<file path="src/rtl/truth_table_pn_canonicalizer_unit_macros.svh">
// assertion helpers shared by the rtl
`ifndef TRUTH_TABLE_PN_CANONICALIZER_UNIT_MACROS_SVH
`define TRUTH_TABLE_PN_CANONICALIZER_UNIT_MACROS_SVH

// same-cycle implication, disabled while in reset
`define TPC_ASSERT_SAME(label, clk, rst_n, ante, cons) \
  label: assert property (@(posedge clk) disable iff (!rst_n) (ante) |-> (cons)) \
    else $error("tpc assertion failed");

// next-cycle implication, disabled while in reset
`define TPC_ASSERT_NEXT(label, clk, rst_n, ante, cons) \
  label: assert property (@(posedge clk) disable iff (!rst_n) (ante) |=> (cons)) \
    else $error("tpc assertion failed");

`endif

</file>
<file path="src/rtl/tpc_pkg.sv">
package tpc_pkg;

  localparam int MAX_VARS  = 4;
  localparam int VAR_LIMIT = (MAX_VARS < 4) ? MAX_VARS : 4;

  localparam int NVAR_W = 3;
  localparam int CODE_W = 16;
  localparam int PMAP_W = 8;
  localparam int NEG_W  = 4;

  typedef logic [1:0]      pos_t;
  typedef pos_t [3:0]      order_t;

  // candidate order from last element f and lex rank r of the other positions
  function automatic order_t unrank_order(logic [2:0] n, pos_t f, logic [2:0] r);
    pos_t       rem [3];
    pos_t       rem2 [2];
    pos_t       pick [4];
    logic [1:0] k;
    logic [1:0] d0;
    logic       d1;
    logic [2:0] m;
    order_t     ord;
    rem[0] = '0;
    rem[1] = '0;
    rem[2] = '0;
    k = '0;
    // remaining variables in ascending order
    for (int e = 0; e < 4; e++) begin
      if (3'(e) < n && 2'(e) != f && k != 2'd3) begin
        rem[k] = 2'(e);
        k = k + 2'd1;
      end
    end
    m = n - 3'd1;
    // factorial digits of the rank
    d0 = (m == 3'd3) ? r[2:1] : ((m == 3'd2) ? {1'b0, r[0]} : 2'd0);
    d1 = (m == 3'd3) ? r[0] : 1'b0;
    case (d0)
      2'd0:    pick[0] = rem[0];
      2'd1:    pick[0] = rem[1];
      default: pick[0] = rem[2];
    endcase
    rem2[0] = (d0 == 2'd0) ? rem[1] : rem[0];
    rem2[1] = (d0 == 2'd2) ? rem[1] : rem[2];
    pick[1] = d1 ? rem2[1] : rem2[0];
    pick[2] = d1 ? rem2[0] : rem2[1];
    pick[3] = '0;
    for (int j = 0; j < 4; j++) begin
      if (3'(j) < m)
        ord[j] = pick[j];
      else if (3'(j) == m)
        ord[j] = f;
      else
        ord[j] = 2'(j);
    end
    return ord;
  endfunction

  // remap table entries under an input permutation and negation mask
  function automatic logic [CODE_W-1:0] transform_code(logic [CODE_W-1:0] code,
                                                       logic [2:0] n, order_t ord,
                                                       logic [NEG_W-1:0] neg);
    logic [4:0]        size;
    logic [3:0]        ii;
    logic [3:0]        place;
    logic [2:0]        src;
    logic [2:0]        dst;
    logic [CODE_W-1:0] res;
    size = 5'd1 << n;
    res  = '0;
    for (int i = 0; i < CODE_W; i++) begin
      if (5'(i) < size) begin
        ii    = 4'(i);
        place = '0;
        for (int j = 0; j < 4; j++) begin
          if (3'(j) < n) begin
            src = n - 3'd1 - 3'(j);
            dst = n - 3'd1 - {1'b0, ord[j]};
            place[dst[1:0]] = ii[src[1:0]] ^ neg[j];
          end
        end
        res[4'(size - 5'd1 - 5'(i))] = code[4'(size - 5'd1 - {1'b0, place})];
      end
    end
    return res;
  endfunction

endpackage

</file>
<file path="src/rtl/truth_table_pn_canonicalizer_unit.sv">
// channel | ports                                             | direction
// in      | in_valid, in_ready, in_num_vars, in_table_code    | request in
// out     | out_valid, out_ready, out_canonical_code,         | result out
//         | out_perm_map, out_neg_mask                        |
// one candidate transform per cycle through the shared remap/compare unit:
// all n! * 2^n candidates for n inputs are tried (384 at four inputs, none at
// zero), then the result waits in S_DONE until the output register is free
// in_ready is low from acceptance until the result is loaded
// the output register lets the next request enter while a result waits
// rst_n clears the sequencer and output valid; no clearing pass
`include "truth_table_pn_canonicalizer_unit_macros.svh"

module truth_table_pn_canonicalizer_unit (
  input  logic                        clk,
  input  logic                        rst_n,
  input  logic                        in_valid,
  output logic                        in_ready,
  input  logic [tpc_pkg::NVAR_W-1:0]  in_num_vars,
  input  logic [tpc_pkg::CODE_W-1:0]  in_table_code,
  output logic                        out_valid,
  input  logic                        out_ready,
  output logic [tpc_pkg::CODE_W-1:0]  out_canonical_code,
  output logic [tpc_pkg::PMAP_W-1:0]  out_perm_map,
  output logic [tpc_pkg::NEG_W-1:0]   out_neg_mask
);
  import tpc_pkg::*;

  typedef enum logic [1:0] {S_IDLE, S_RUN, S_DONE} state_t;

  state_t            state_r, state_nxt;
  logic [2:0]        n_r, n_nxt;
  logic [CODE_W-1:0] code_r, code_nxt;
  logic [CODE_W-1:0] best_r, best_nxt;
  order_t            best_ord_r, best_ord_nxt;
  logic [NEG_W-1:0]  best_neg_r, best_neg_nxt;
  pos_t              f_r, f_nxt;
  logic [2:0]        r_r, r_nxt;
  logic [3:0]        c_r, c_nxt;
  logic              out_valid_r, out_valid_nxt;
  logic [CODE_W-1:0] out_code_r, out_code_nxt;
  logic [PMAP_W-1:0] out_pmap_r, out_pmap_nxt;
  logic [NEG_W-1:0]  out_neg_r, out_neg_nxt;

  logic [2:0]        n_sat;
  logic [16:0]       in_mask;
  order_t            cand_ord;
  logic [NEG_W-1:0]  cand_neg;
  logic [CODE_W-1:0] cand_code;
  logic [3:0]        last_c;
  logic [2:0]        last_r;
  logic [PMAP_W-1:0] pmap;
  logic              load_out;

  assign in_ready           = (state_r == S_IDLE);
  assign out_valid          = out_valid_r;
  assign out_canonical_code = out_code_r;
  assign out_perm_map       = out_pmap_r;
  assign out_neg_mask       = out_neg_r;

  // saturate input count and mask the unused table bits
  assign n_sat   = (in_num_vars > 3'(VAR_LIMIT)) ? 3'(VAR_LIMIT) : in_num_vars;
  assign in_mask = (17'd1 << (5'd1 << n_sat)) - 17'd1;

  // candidate generation: order from (f, r), negation from bit-reversed c
  always_comb begin
    cand_ord = unrank_order(n_r, f_r, r_r);
    cand_neg = '0;
    for (int j = 0; j < NEG_W; j++) begin
      if (3'(j) < n_r)
        cand_neg[j] = c_r[2'(n_r - 3'd1 - 3'(j))];
    end
    cand_code = transform_code(code_r, n_r, cand_ord, cand_neg);
  end

  // loop bounds
  assign last_c = 4'((5'd1 << n_r) - 5'd1);
  always_comb begin
    unique case (n_r)
      3'd4:    last_r = 3'd5;
      3'd3:    last_r = 3'd1;
      default: last_r = 3'd0;
    endcase
  end

  // pack the winning order, unused fields zero
  always_comb begin
    pmap = '0;
    for (int j = 0; j < 4; j++) begin
      if (3'(j) < n_r)
        pmap[2*j +: 2] = best_ord_r[j];
    end
  end

  assign load_out = (state_r == S_DONE) && (!out_valid_r || out_ready);

  // sequencer
  always_comb begin
    state_nxt     = state_r;
    n_nxt         = n_r;
    code_nxt      = code_r;
    best_nxt      = best_r;
    best_ord_nxt  = best_ord_r;
    best_neg_nxt  = best_neg_r;
    f_nxt         = f_r;
    r_nxt         = r_r;
    c_nxt         = c_r;
    out_valid_nxt = out_valid_r && !out_ready;
    out_code_nxt  = out_code_r;
    out_pmap_nxt  = out_pmap_r;
    out_neg_nxt   = out_neg_r;
    unique case (state_r)
      S_IDLE: begin
        if (in_valid) begin
          n_nxt        = n_sat;
          code_nxt     = in_table_code & in_mask[CODE_W-1:0];
          best_nxt     = in_table_code & in_mask[CODE_W-1:0];
          best_ord_nxt = {2'd3, 2'd2, 2'd1, 2'd0};
          best_neg_nxt = '0;
          f_nxt        = '0;
          r_nxt        = '0;
          c_nxt        = '0;
          state_nxt    = (n_sat == 3'd0) ? S_DONE : S_RUN;
        end
      end
      S_RUN: begin
        // strict improvement keeps the earliest minimum
        if (cand_code < best_r) begin
          best_nxt     = cand_code;
          best_ord_nxt = cand_ord;
          best_neg_nxt = cand_neg;
        end
        if (c_r == last_c) begin
          c_nxt = '0;
          if (r_r == last_r) begin
            r_nxt = '0;
            if (f_r == 2'(n_r - 3'd1))
              state_nxt = S_DONE;
            else
              f_nxt = f_r + 2'd1;
          end else begin
            r_nxt = r_r + 3'd1;
          end
        end else begin
          c_nxt = c_r + 4'd1;
        end
      end
      S_DONE: begin
        if (load_out) begin
          out_valid_nxt = 1'b1;
          out_code_nxt  = best_r;
          out_pmap_nxt  = pmap;
          out_neg_nxt   = best_neg_r;
          state_nxt     = S_IDLE;
        end
      end
      default: state_nxt = S_IDLE;
    endcase
  end

  // state and registered outputs
  always_ff @(posedge clk) begin
    if (!rst_n) begin
      state_r     <= S_IDLE;
      out_valid_r <= 1'b0;
    end else begin
      state_r     <= state_nxt;
      out_valid_r <= out_valid_nxt;
      n_r         <= n_nxt;
      code_r      <= code_nxt;
      best_r      <= best_nxt;
      best_ord_r  <= best_ord_nxt;
      best_neg_r  <= best_neg_nxt;
      f_r         <= f_nxt;
      r_r         <= r_nxt;
      c_r         <= c_nxt;
      out_code_r  <= out_code_nxt;
      out_pmap_r  <= out_pmap_nxt;
      out_neg_r   <= out_neg_nxt;
    end
  end

  // running minimum never grows during the search
  `TPC_ASSERT_NEXT(a_best_monotone, clk, rst_n, state_r == S_RUN, best_r <= $past(best_r))
  // reported code never exceeds the masked input
  `TPC_ASSERT_NEXT(a_out_le_input, clk, rst_n, load_out, out_code_r <= $past(code_r))
  // negation bits above the input count stay clear
  `TPC_ASSERT_NEXT(a_neg_unused, clk, rst_n, load_out, (out_neg_r >> $past(n_r)) == 4'd0)
  // fixed last element stays inside the active inputs
  `TPC_ASSERT_SAME(a_f_range, clk, rst_n, state_r == S_RUN, {1'b0, f_r} < n_r)

endmodule

</file>
<file path="config.mk">
export PLATFORM = sky130hd
export DESIGN_NAME = truth_table_pn_canonicalizer_unit
export DESIGN_NICKNAME = d
export VERILOG_FILES = /design/src/rtl/tpc_pkg.sv /design/src/rtl/truth_table_pn_canonicalizer_unit.sv
export VERILOG_INCLUDE_DIRS = /design/src /design/src/rtl
export SDC_FILE = /design/constraint.sdc
export NUM_CORES = 1
export LEC_CHECK = 0
export ABC_AREA = 1
export BUFFER_PORTS_ARGS = -buffer_cell sky130_fd_sc_hd__buf_2
export CAP_MARGIN = 0
export CORE_MARGIN = 1.5
export CORE_UTILIZATION = 40
export CTS_CLUSTER_DIAMETER = 50
export DETAILED_ROUTE_END_ITERATION = 12
export PLACE_DENSITY_LB_ADDON = 0.25
export SYNTH_ARGS = -nofsm -noshare
export SYNTH_HDL_FRONTEND = slang
export SYNTH_SLANG_ARGS = --single-unit
</file>
<file path="constraint.sdc">
create_clock -name clk -period 10.15 [get_ports clk]
set_input_delay 0.5075 -clock clk [delete_from_list [all_inputs] [get_ports clk]]
set_output_delay 0.5075 -clock clk [all_outputs]
set_load 0.005 [all_outputs]
</file>
After elaboration in Yosys (flattened, before gate mapping)
Index checks and enable logic that the tools add are counted.

storage, ports and cells
  bits in registers = 87
  latch bits = 0
  bits in writable memories = 0
  bits in read-only memories = 0
  output and inout port bits = 30
  word-level logic and storage cells = 802
  memories = 0

operators by class
  $add $sub $neg = 46
  multipliers = 0
  divide/modulo/power cells = 0
  order comparisons = 92
  equal/unequal tests = 27
  shift operators = 3
  mux-type cells = 478
  bitwise logic cells = 89
  reductions and logical operators = 48

operators by type and width
  operator             count
  $mux 4               131
  $mux 16              18
  $bwmux 16            15
  $bwmux 4             48
  $lt 4x5->1 const B   32
  $bmux 1 s2           68
  $mux 1               113
  $and 4x4->4          16
  $bmux 1 s4           16
  $demux 1 s4          16
  $ge 4x1->1 const B   16
  $sub 4x4->4          16
  $xor 1x1->1          64
  $mux 2               28
  $lt 4x5->1 const A   8
  $and 16x16->16       2
  $logic_and 1x1->1    32
  $pmux 16 s2          1
  $sub 4x4->4 const B  8
  $lt 2x3->1 const B   8
  $lt 3x5->1 const A   4
  $ne 2x2->1 const B   9
  $lt 16x16->1         1
  $mux 8               2
  59 further kinds     111

Logic depth before layout (Yosys ltp)
Gate-level depths: netlist (run 1).

  depth in word-level cells = 73
  gate-level depth with buffers = 63
  mapped depth without buffers = 61

Worst setup path before layout (run 1)
Ideal clock, no wire load.

  path kind = register to register
  start point = reg n_r[1]
  end point = reg best_neg_r[0], enable pin
  setup time = 0.395 ns
  arrival = 8.546 ns
  data required time = 9.755 ns
  setup slack = 1.209 ns
  cell stages (with the launch flop) = 55
  path buffers = 3
  clock period less this slack = 8.941 ns
  cells stage by stage = edfxtp_1 -> nor2_1 -> clkbuf_1 -> buf_1 -> nor2_1 -> inv_1 -> fa_1 -> inv_1 -> nand3_2 -> nand2_1 -> inv_1 -> nand2_1 -> o21ai_0 -> or2_2 -> o211ai_1 -> o21ai_0 -> inv_1 -> ha_1 -> [19 not listed] -> nor2_1 -> nor4_1 -> a21oi_1 -> o31ai_1 -> nand3b_1 -> nand2_1 -> nand3_1 -> nand2_1 -> nand2_1 -> nand2_1 -> a21boi_0 -> ha_1 -> a21oi_1 -> nor2_1 -> a211oi_1 -> o221a_2 -> nand2_1 -> a21oi_2

RTL lines
  item                    RTL line                                  RTL
  start, declared         truth_table_pn_canonicalizer_unit.sv:31   logic [2:0] n_r, n_nxt;
  start signal, assigned  truth_table_pn_canonicalizer_unit.sv:168  n_r <= n_nxt;
  end signal, assigned    truth_table_pn_canonicalizer_unit.sv:172  best_neg_r <= best_neg_nxt;
  end, declared           truth_table_pn_canonicalizer_unit.sv:35   logic [NEG_W-1:0] best_neg_r, best_neg_nxt;

==> results summary, run 1 <==
When the netlist entered floorplanning its net count stood at 2618. The cell count after synthesis is 2482. The maximum root-to-sink buffer count is 2. The clock reaches the later pin of the worst-skew pair after 340 ps. The largest stage delay on the critical path is 570 ps. The critical hold path startpoint is in_table_code[0]. At the worst endpoint, the arrival time is 9530 ps.

The number of fill cells in the layout is 3935. The total vias in the final route is 18007. After the first detailed-routing iteration, the DRC count stood at 2387. The yosys synthesis warning count is 0.

The antenna diode count came out at 0. The path class of the tightest hold or removal check is primary input to flip-flop. The maximum achievable frequency is 105 MHz. The final count of pins violating max slew came to 0. The layout net count is 2637. The critical path startpoint category is a flip-flop. The growth of design area from synthesis to finish came out at 8.18%. The count of boundary I/O pins is 53. Each instance of the synthesized netlist takes up on average 6.08 sq um. In the routed layout, each cell is associated on average with a via count of 5.98.

The number of hold violations in the final report came to 0. The max-slew headroom at the worst pin is 31.2%. The final critical-path required period came out at 9500 ps. The placeable core area came out at 36900 sq um. The post-detailed-route DRC marker count is 0.

The count of maximum capacitance violations is 0. The setup path with the least slack is of type flip-flop to flip-flop. The largest fanout of any net on the critical path came out at 24. The count of flip-flops with a built-in enable after synthesis is 84. From bottom edge to top edge, the die measures 197 um. The utilization after layout came out at 44.3%. The average wire per standard cell came out at 22.3 um. Summing all placed instances gives a cell area of 15900 sq um. The final setup violation count came out at 0. Counting stages on the worst path, the most repeated cell is sky130_fd_sc_hd__nand2_1. The post-synth design cell area is 15100 sq um.

The pin slew with the least headroom to its limit came out at 1030 ps. The count of hold buffers inserted by post-cts repair is 0. Summing all non-filler instances in the final layout gives an area of 16300 sq um. In this run the horizontal extent of the chip is 197 um. Tracing the worst setup path back leads to its startpoint at f_r[0]$_SDFFCE_PN0P_. For this configuration, the core starts out at a cell density of 40.9%.

The synthesized netlist contains 65 unique library cells. The detailed-route wire length is 67100 um. The tree built by TritonCTS fans out to 87 sinks. At the worst endpoint, the required time is 10180 ps. The post-synthesis sequential element count came out at 87. The final worst clock skew is 5.71 ps. Entering global routing, the biggest net connects 45 pins. TritonCTS built the clock tree.

The part of the cycle the worst path needs is 93.6%. The flow ran to the end, and the final reports show no timing, DRC or antenna violations. The clock transition at the register clock pins on the worst setup and hold paths after CTS came out at 60 ps. CTS placed an instance of sky130_fd_sc_hd__clkbuf_16 at the clock tree root. The number of global-route vias before repair was 16847. The detailed-router iteration count before antenna repair is 9.

Once detail routing completed, the nets flagged for antenna violations numbered 0. The wire length of the first global-routing pass is 101000 um. The half-perimeter wire length of the detailed placement result came out at 52500 um. The part of the Yosys area used for sequential elements came out at 17.1%. The depth of the CTS H-tree is 3. The final global-route overflow total is 0. At the end of routability-driven placement, the weighted congestion stood at 1.06.

The standard cell with the maximum stage delay on the critical path is sky130_fd_sc_hd__fa_1. In this run the critical register-to-register path is launched from f_r[0]$_SDFFCE_PN0P_. The overall global routing resource usage is 34.1%. The row count is 70.

The initial antenna violation count came out at 0. The ratio of cells with drive above 1 in the final layout came out at 9.46%. The proportion of synthesized flip-flops having asynchronous set or reset is 0%. STA classifies the critical path endpoint as a flip-flop. The number of buffers inserted during clock tree synthesis came out at 9. The most frequently used flop master after synthesis is sky130_fd_sc_hd__edfxtp_1. The full die area is 38900 sq um. The count of input and output buffers is 52.
==> layout by cell type, fill, tap and decap left out, types with 4 or more instances in the layout <==
cell type,count
sky130_fd_sc_hd__nand2_1,597
sky130_fd_sc_hd__inv_1,337
sky130_fd_sc_hd__nor2_1,252
sky130_fd_sc_hd__a21oi_1,186
sky130_fd_sc_hd__nand3_1,163
sky130_fd_sc_hd__o21ai_0,160
sky130_fd_sc_hd__ha_1,96
sky130_fd_sc_hd__edfxtp_1,84
sky130_fd_sc_hd__a31oi_1,73
sky130_fd_sc_hd__buf_2,52
sky130_fd_sc_hd__buf_4,50
sky130_fd_sc_hd__xor2_1,43
sky130_fd_sc_hd__o21ai_1,36
sky130_fd_sc_hd__o22ai_1,35
sky130_fd_sc_hd__xnor2_1,30
sky130_fd_sc_hd__inv_2,25
sky130_fd_sc_hd__nand2_2,23
sky130_fd_sc_hd__nor3_1,23
sky130_fd_sc_hd__a221oi_1,22
sky130_fd_sc_hd__nand3_2,18
sky130_fd_sc_hd__o221ai_1,17
sky130_fd_sc_hd__fa_1,17
sky130_fd_sc_hd__o211ai_1,12
sky130_fd_sc_hd__clkinv_1,9
sky130_fd_sc_hd__nand3b_1,9
sky130_fd_sc_hd__a211oi_1,9
sky130_fd_sc_hd__o22a_1,9
sky130_fd_sc_hd__clkbuf_16,9
sky130_fd_sc_hd__nor2_2,7
sky130_fd_sc_hd__o21ai_2,7
sky130_fd_sc_hd__a21boi_0,7
sky130_fd_sc_hd__or2_2,6
sky130_fd_sc_hd__nand2_4,6
sky130_fd_sc_hd__nand4_1,6
sky130_fd_sc_hd__nor2_4,5
sky130_fd_sc_hd__a21o_1,5
sky130_fd_sc_hd__a31o_2,5
sky130_fd_sc_hd__o31ai_1,4
==> kinds of logic after synthesis <==
group / count (synthesis) / share of synthesized area, %
simple gates: 1126 / 32.1
compound gates: 612 / 24.0
buf+inv: 467 / 12.0
fa+ha+maj: 113 / 10.2
flops: 87 / 17.1
xor+xnor: 76 / 4.51
other cells: 1 / 0.0249
==> registers in the layout, summed over array words and instances, names as in the netlist, 2 cells and up <==
name	flops
f_r	2
best_ord_r	8
best_neg_r	4
c_r	4
out_perm_map	8
code_r	16
n_r	3
out_canonical_code	16
out_neg_mask	4
state_r	2
best_r	16
r_r	3
==> timing repair <==
item | CTS | global route
setup endpoints to repair | 0 | 28
buffers inserted | 0 | 12
gates resized for setup | 0 | 5
==> cell type report <==
type / instances / area [sq um] / share of cell area (%)
Tap cell: 504 / 631 / 3.86
Clock buffer: 11 / 233 / 1.43
Sequential cell: 87 / 2580 / 15.8
Multi-Input combinational cell: 1928 / 10700 / 65.7
Inverter: 372 / 1400 / 8.57
Timing Repair Buffer: 103 / 647 / 3.96
Clock inverter: 5 / 106 / 0.652
==> cells in the mapped netlist (18+ instances only) <==
| library cell | instances | area, sq um |
|---|---|---|
| sky130_fd_sc_hd__ha_1 | 96 | 1200 |
| sky130_fd_sc_hd__nor2_1 | 253 | 950 |
| sky130_fd_sc_hd__clkbuf_1 | 78 | 293 |
| sky130_fd_sc_hd__nand3_1 | 163 | 816 |
| sky130_fd_sc_hd__a21oi_1 | 187 | 936 |
| sky130_fd_sc_hd__nor3_1 | 25 | 125 |
| sky130_fd_sc_hd__edfxtp_1 | 84 | 2520 |
| sky130_fd_sc_hd__xnor2_1 | 30 | 263 |
| sky130_fd_sc_hd__nand2_1 | 599 | 2250 |
| sky130_fd_sc_hd__inv_2 | 25 | 93.8 |
| sky130_fd_sc_hd__o21ai_0 | 160 | 801 |
| sky130_fd_sc_hd__a221oi_1 | 22 | 193 |
| sky130_fd_sc_hd__nand2_2 | 21 | 131 |
| sky130_fd_sc_hd__o21ai_1 | 36 | 180 |
| sky130_fd_sc_hd__xor2_1 | 44 | 385 |
| sky130_fd_sc_hd__a31oi_1 | 73 | 457 |
| sky130_fd_sc_hd__nand3_2 | 18 | 180 |
| sky130_fd_sc_hd__o22ai_1 | 35 | 219 |
| sky130_fd_sc_hd__inv_1 | 337 | 1260 |
==> worst paths after layout <==
kind / end / slack [ps] / depth (start not counted)
worst max-delay path: best_neg_r[0]$_SDFFCE_PN0P_ / 650 / 53
worst min-delay path: code_r[0]$_DFFE_PP_ / 380 / 1
worst max register to register: best_neg_r[0]$_SDFFCE_PN0P_ / 650 / 53
worst min register to register: out_neg_mask[1]$_DFFE_PP_ / 420 / 0
==> critical path: cells and delay by family, from the launching register on <==
kind / cells / cell delay [ps]
AND/OR/NAND/NOR: 21 / 2640
AO/OA/AOI/OAI: 16 / 2610
adder cells (fa/ha/maj): 6 / 2030
buffers and inverters: 9 / 1190
flip-flops: 1 / 450
XOR/XNOR: 1 / 210
==> per-layer routing <==
layer / GRT usage (%) / up-vias / routed length, um
li1: - / 8327 / -
met1: 47.7 / 8281 / 28500
met2: 51.6 / 1188 / 28100
met3: 6.32 / 211 / 7700
met4: 13.3 / 0 / 2780
met5: 0 / - / 0
==> per-stage QoR <==
step                setup TNS [ps]  hold slack [ps]  setup WS [ps]  cells
finish                           0              378            651   3010
global route                  -135              377          -13.1   3010
global placement                 0              432            886   2982
detailed placement               0              416            652   2982
CTS                              0              368            626   2998
floorplan                        0              400           1210   2482
Power of run 1 is left out: the tool's default activity adds up to more than one toggle a clock period on the data nets, which glitch-free logic cannot reach.
==> inputs of run 2 (changes only) <==
--- a/config.mk
+++ b/config.mk
@@ -13,7 +13,7 @@
 export CORE_UTILIZATION = 40
 export CTS_CLUSTER_DIAMETER = 50
 export DETAILED_ROUTE_END_ITERATION = 12
-export PLACE_DENSITY_LB_ADDON = 0.25
+export PLACE_DENSITY_LB_ADDON = 0.05
 export SYNTH_ARGS = -nofsm -noshare
 export SYNTH_HDL_FRONTEND = slang
 export SYNTH_SLANG_ARGS = --single-unit
==> results summary, run 2 (synthesized netlist as in run 1, its figures left out) <==
The flow ran to the end, and the final reports show no timing, DRC or antenna violations. Global routing used 35.2% of the available tracks across all layers. In the layout the commonest cells are sky130_fd_sc_hd__nand2_1, sky130_fd_sc_hd__inv_1, sky130_fd_sc_hd__nor2_1. The count of hold buffers inserted by post-cts repair is 0.

The full die area came out at 38900 sq um. Once the floorplan was initialized, standard cells occupied 40.9% of the core. The final count of pins violating max slew was 0.

The pin count of the biggest net entering global routing came out at 35. The count of maximum capacitance violations is 0. The detailed-route wire length came out at 68700 um.

The worst setup path is launched from a flip-flop. The final worst clock skew is 9.35 ps. The dominant cell type by count on the critical path is sky130_fd_sc_hd__nand2_1.

The largest fanout of any net on the critical path is 19. In this run the vertical extent of the chip is 197 um. The max-slew headroom at the worst pin came out at 18.1%. In this run the number of H-tree levels came out at 3. The number of hold violations in the final report is 0. The antenna diode count came out at 0.

The CTS tree is done. The internal reg-to-reg setup slack came out at 800 ps. The maximum root-to-sink buffer count came out at 2. The half-perimeter wire length of the detailed placement result is 53700 um. On the worst path, the slowest cell contributes a delay of 550 ps.

The worst hold path terminates at code_r[0]$_DFFE_PP_. The arrival time at the worst endpoint is 9380 ps. For this run, the post-layout net count is 2640. In the final timing run, aggregate negative setup slack is 0 ps. The chip width is 197 um. The weighted congestion reported at the end of routability-driven placement is 1.04.

The later-pin clock latency in the skew report is 340 ps. The commonest non-fill, non-tap cell in the layout is sky130_fd_sc_hd__nand2_1. The number of global-route vias before repair came out at 16654. For this run, the detailed router's first-pass iteration total came to 9. The worst hold slack came out at 407 ps.

The wire length of the first global-routing pass came out at 104000 um. The count of input and output buffers is 52. In this run the critical register-to-register path is captured at best_ord_r[6]$_SDFFCE_PN1P_. The area occupied by multi-input gates is 10700 sq um. The post-detailed-route DRC marker count is 0. The slowest stage of the critical path is the sky130_fd_sc_hd__edfxtp_1 cell. The number of clock sinks came out at 87. The initial antenna violation count was 0.

The pin slew with the least headroom to its limit is 1220 ps. The data required time of the worst path is 10180 ps. The count of nets left with antenna violations once routing finished came out at 0. After detailed routing, the average wire length per cell comes to 22.8 um. The growth of design area from synthesis to finish is 8.41%.

The violation count after the first detailed-route iteration is 2254. Setup repair after global routing left no endpoint under its margin. The post-route netlist has 9.57% of its cells at a drive strength greater than 1. The final setup violation count came out at 0.

The total vias in the final route came out at 17812. The critical path is of the flip-flop to flip-flop type. The maximum achievable frequency came out at 107 MHz.

The filler cells instantiated in the layout total 3968. Clock tree synthesis inserted a total of 9 buffers. The clock root buffer is sky130_fd_sc_hd__clkbuf_16.

Counting I/O delays and the setup requirement, the final critical path takes 9350 ps. The worst register-to-register path has a depth of 53. Row generation in the floorplan step produced 70 rows. In this run the most critical hold path is launched from in_table_code[0]. The capturing element type of the critical path is a flip-flop. The core region is 36900 sq um. After clock tree synthesis, the clock-pin slew on the worst setup and hold paths is 70 ps. The part of the cycle the worst path needs is 92.1%. 53 I/O pins were placed. The worst hold path depth is 1. The min-delay analysis places its worst path in the category primary input to flip-flop. The area used by sequential logic in the layout came out at 2580 sq um. The final global-route overflow total came out at 0.

In this run the critical register-to-register path is launched from n_r[0]$_DFFE_PP_. The via density per instance came out at 5.91.
run 2: changes by cell type in the layout (fill, tap and decap cells not counted), sizes merged:
cell    previous run  this run
buf              103       106
clkbuf            11        10
inv              363       364
run 2: through the flow:
stage / utilization (%) / instance area, sq um / setup slack [ps] / std cells
global route: 44.3 / 16400 / 30.7 / 3013
global placement: 43.3 / 16000 / 471 / 2993
floorplan: - / 15100 / 1210 / 2482
CTS: 44.2 / 16300 / 491 / 3009
finish: 44.3 / 16400 / 800 / 3013
detailed placement: 43.3 / 16000 / 517 / 2993
run 2: worst max-delay path: cells and delay by family, from the launching register on:
| family | cells | cell delay (ps) |
|---|---|---|
| DFF | 1 | 550 |
| adders and majority gates | 5 | 1570 |
| AOI/OAI and AO/OA | 17 | 2840 |
| and+or+nand+nor | 20 | 2260 |
| buffers and inverters | 10 | 1580 |
| xor gates and xnor gates | 1 | 180 |
run 2: worst max path at each step:
stage	start	endpoint	slack, ps	cells past startpoint
after floorplan	n_r[1]$_DFFE_PP_	best_neg_r[0]$_SDFFCE_PN0P_	1210	54
after global placement	n_r[0]$_DFFE_PP_	best_ord_r[1]$_SDFFCE_PN0P_	470	54
after detailed placement	n_r[0]$_DFFE_PP_	best_ord_r[1]$_SDFFCE_PN0P_	520	54
after CTS	n_r[0]$_DFFE_PP_	best_ord_r[4]$_SDFFCE_PN0P_	490	54
after global routing	n_r[0]$_DFFE_PP_	best_ord_r[1]$_SDFFCE_PN0P_	30	56
final	n_r[0]$_DFFE_PP_	best_ord_r[6]$_SDFFCE_PN1P_	800	53
run 2: repair_timing:
item	4_1_cts	5_1_grt
buffers inserted	0	4
endpoints found under the setup margin	0	28
resized for setup	0	4
run 2: final cells by class:
type	instances	share of cell area, %
Tap cell	504	3.86
Inverter	372	8.55
Multi-Input combinational cell	1928	65.5
Clock buffer	10	1.46
Sequential cell	87	15.8
Timing Repair Buffer	106	4.09
Clock inverter	6	0.704
run 2: layer usage:
layer / vias to the layer above / track usage, % / share of wire [%]
met5: - / 0 / 0
met3: 145 / 6.03 / 11
met4: 0 / 10.2 / 2.7
met1: 8267 / 50.2 / 43
met2: 1072 / 54.3 / 43
li1: 8328 / - / -
Power of run 2 is left out for the same reason.
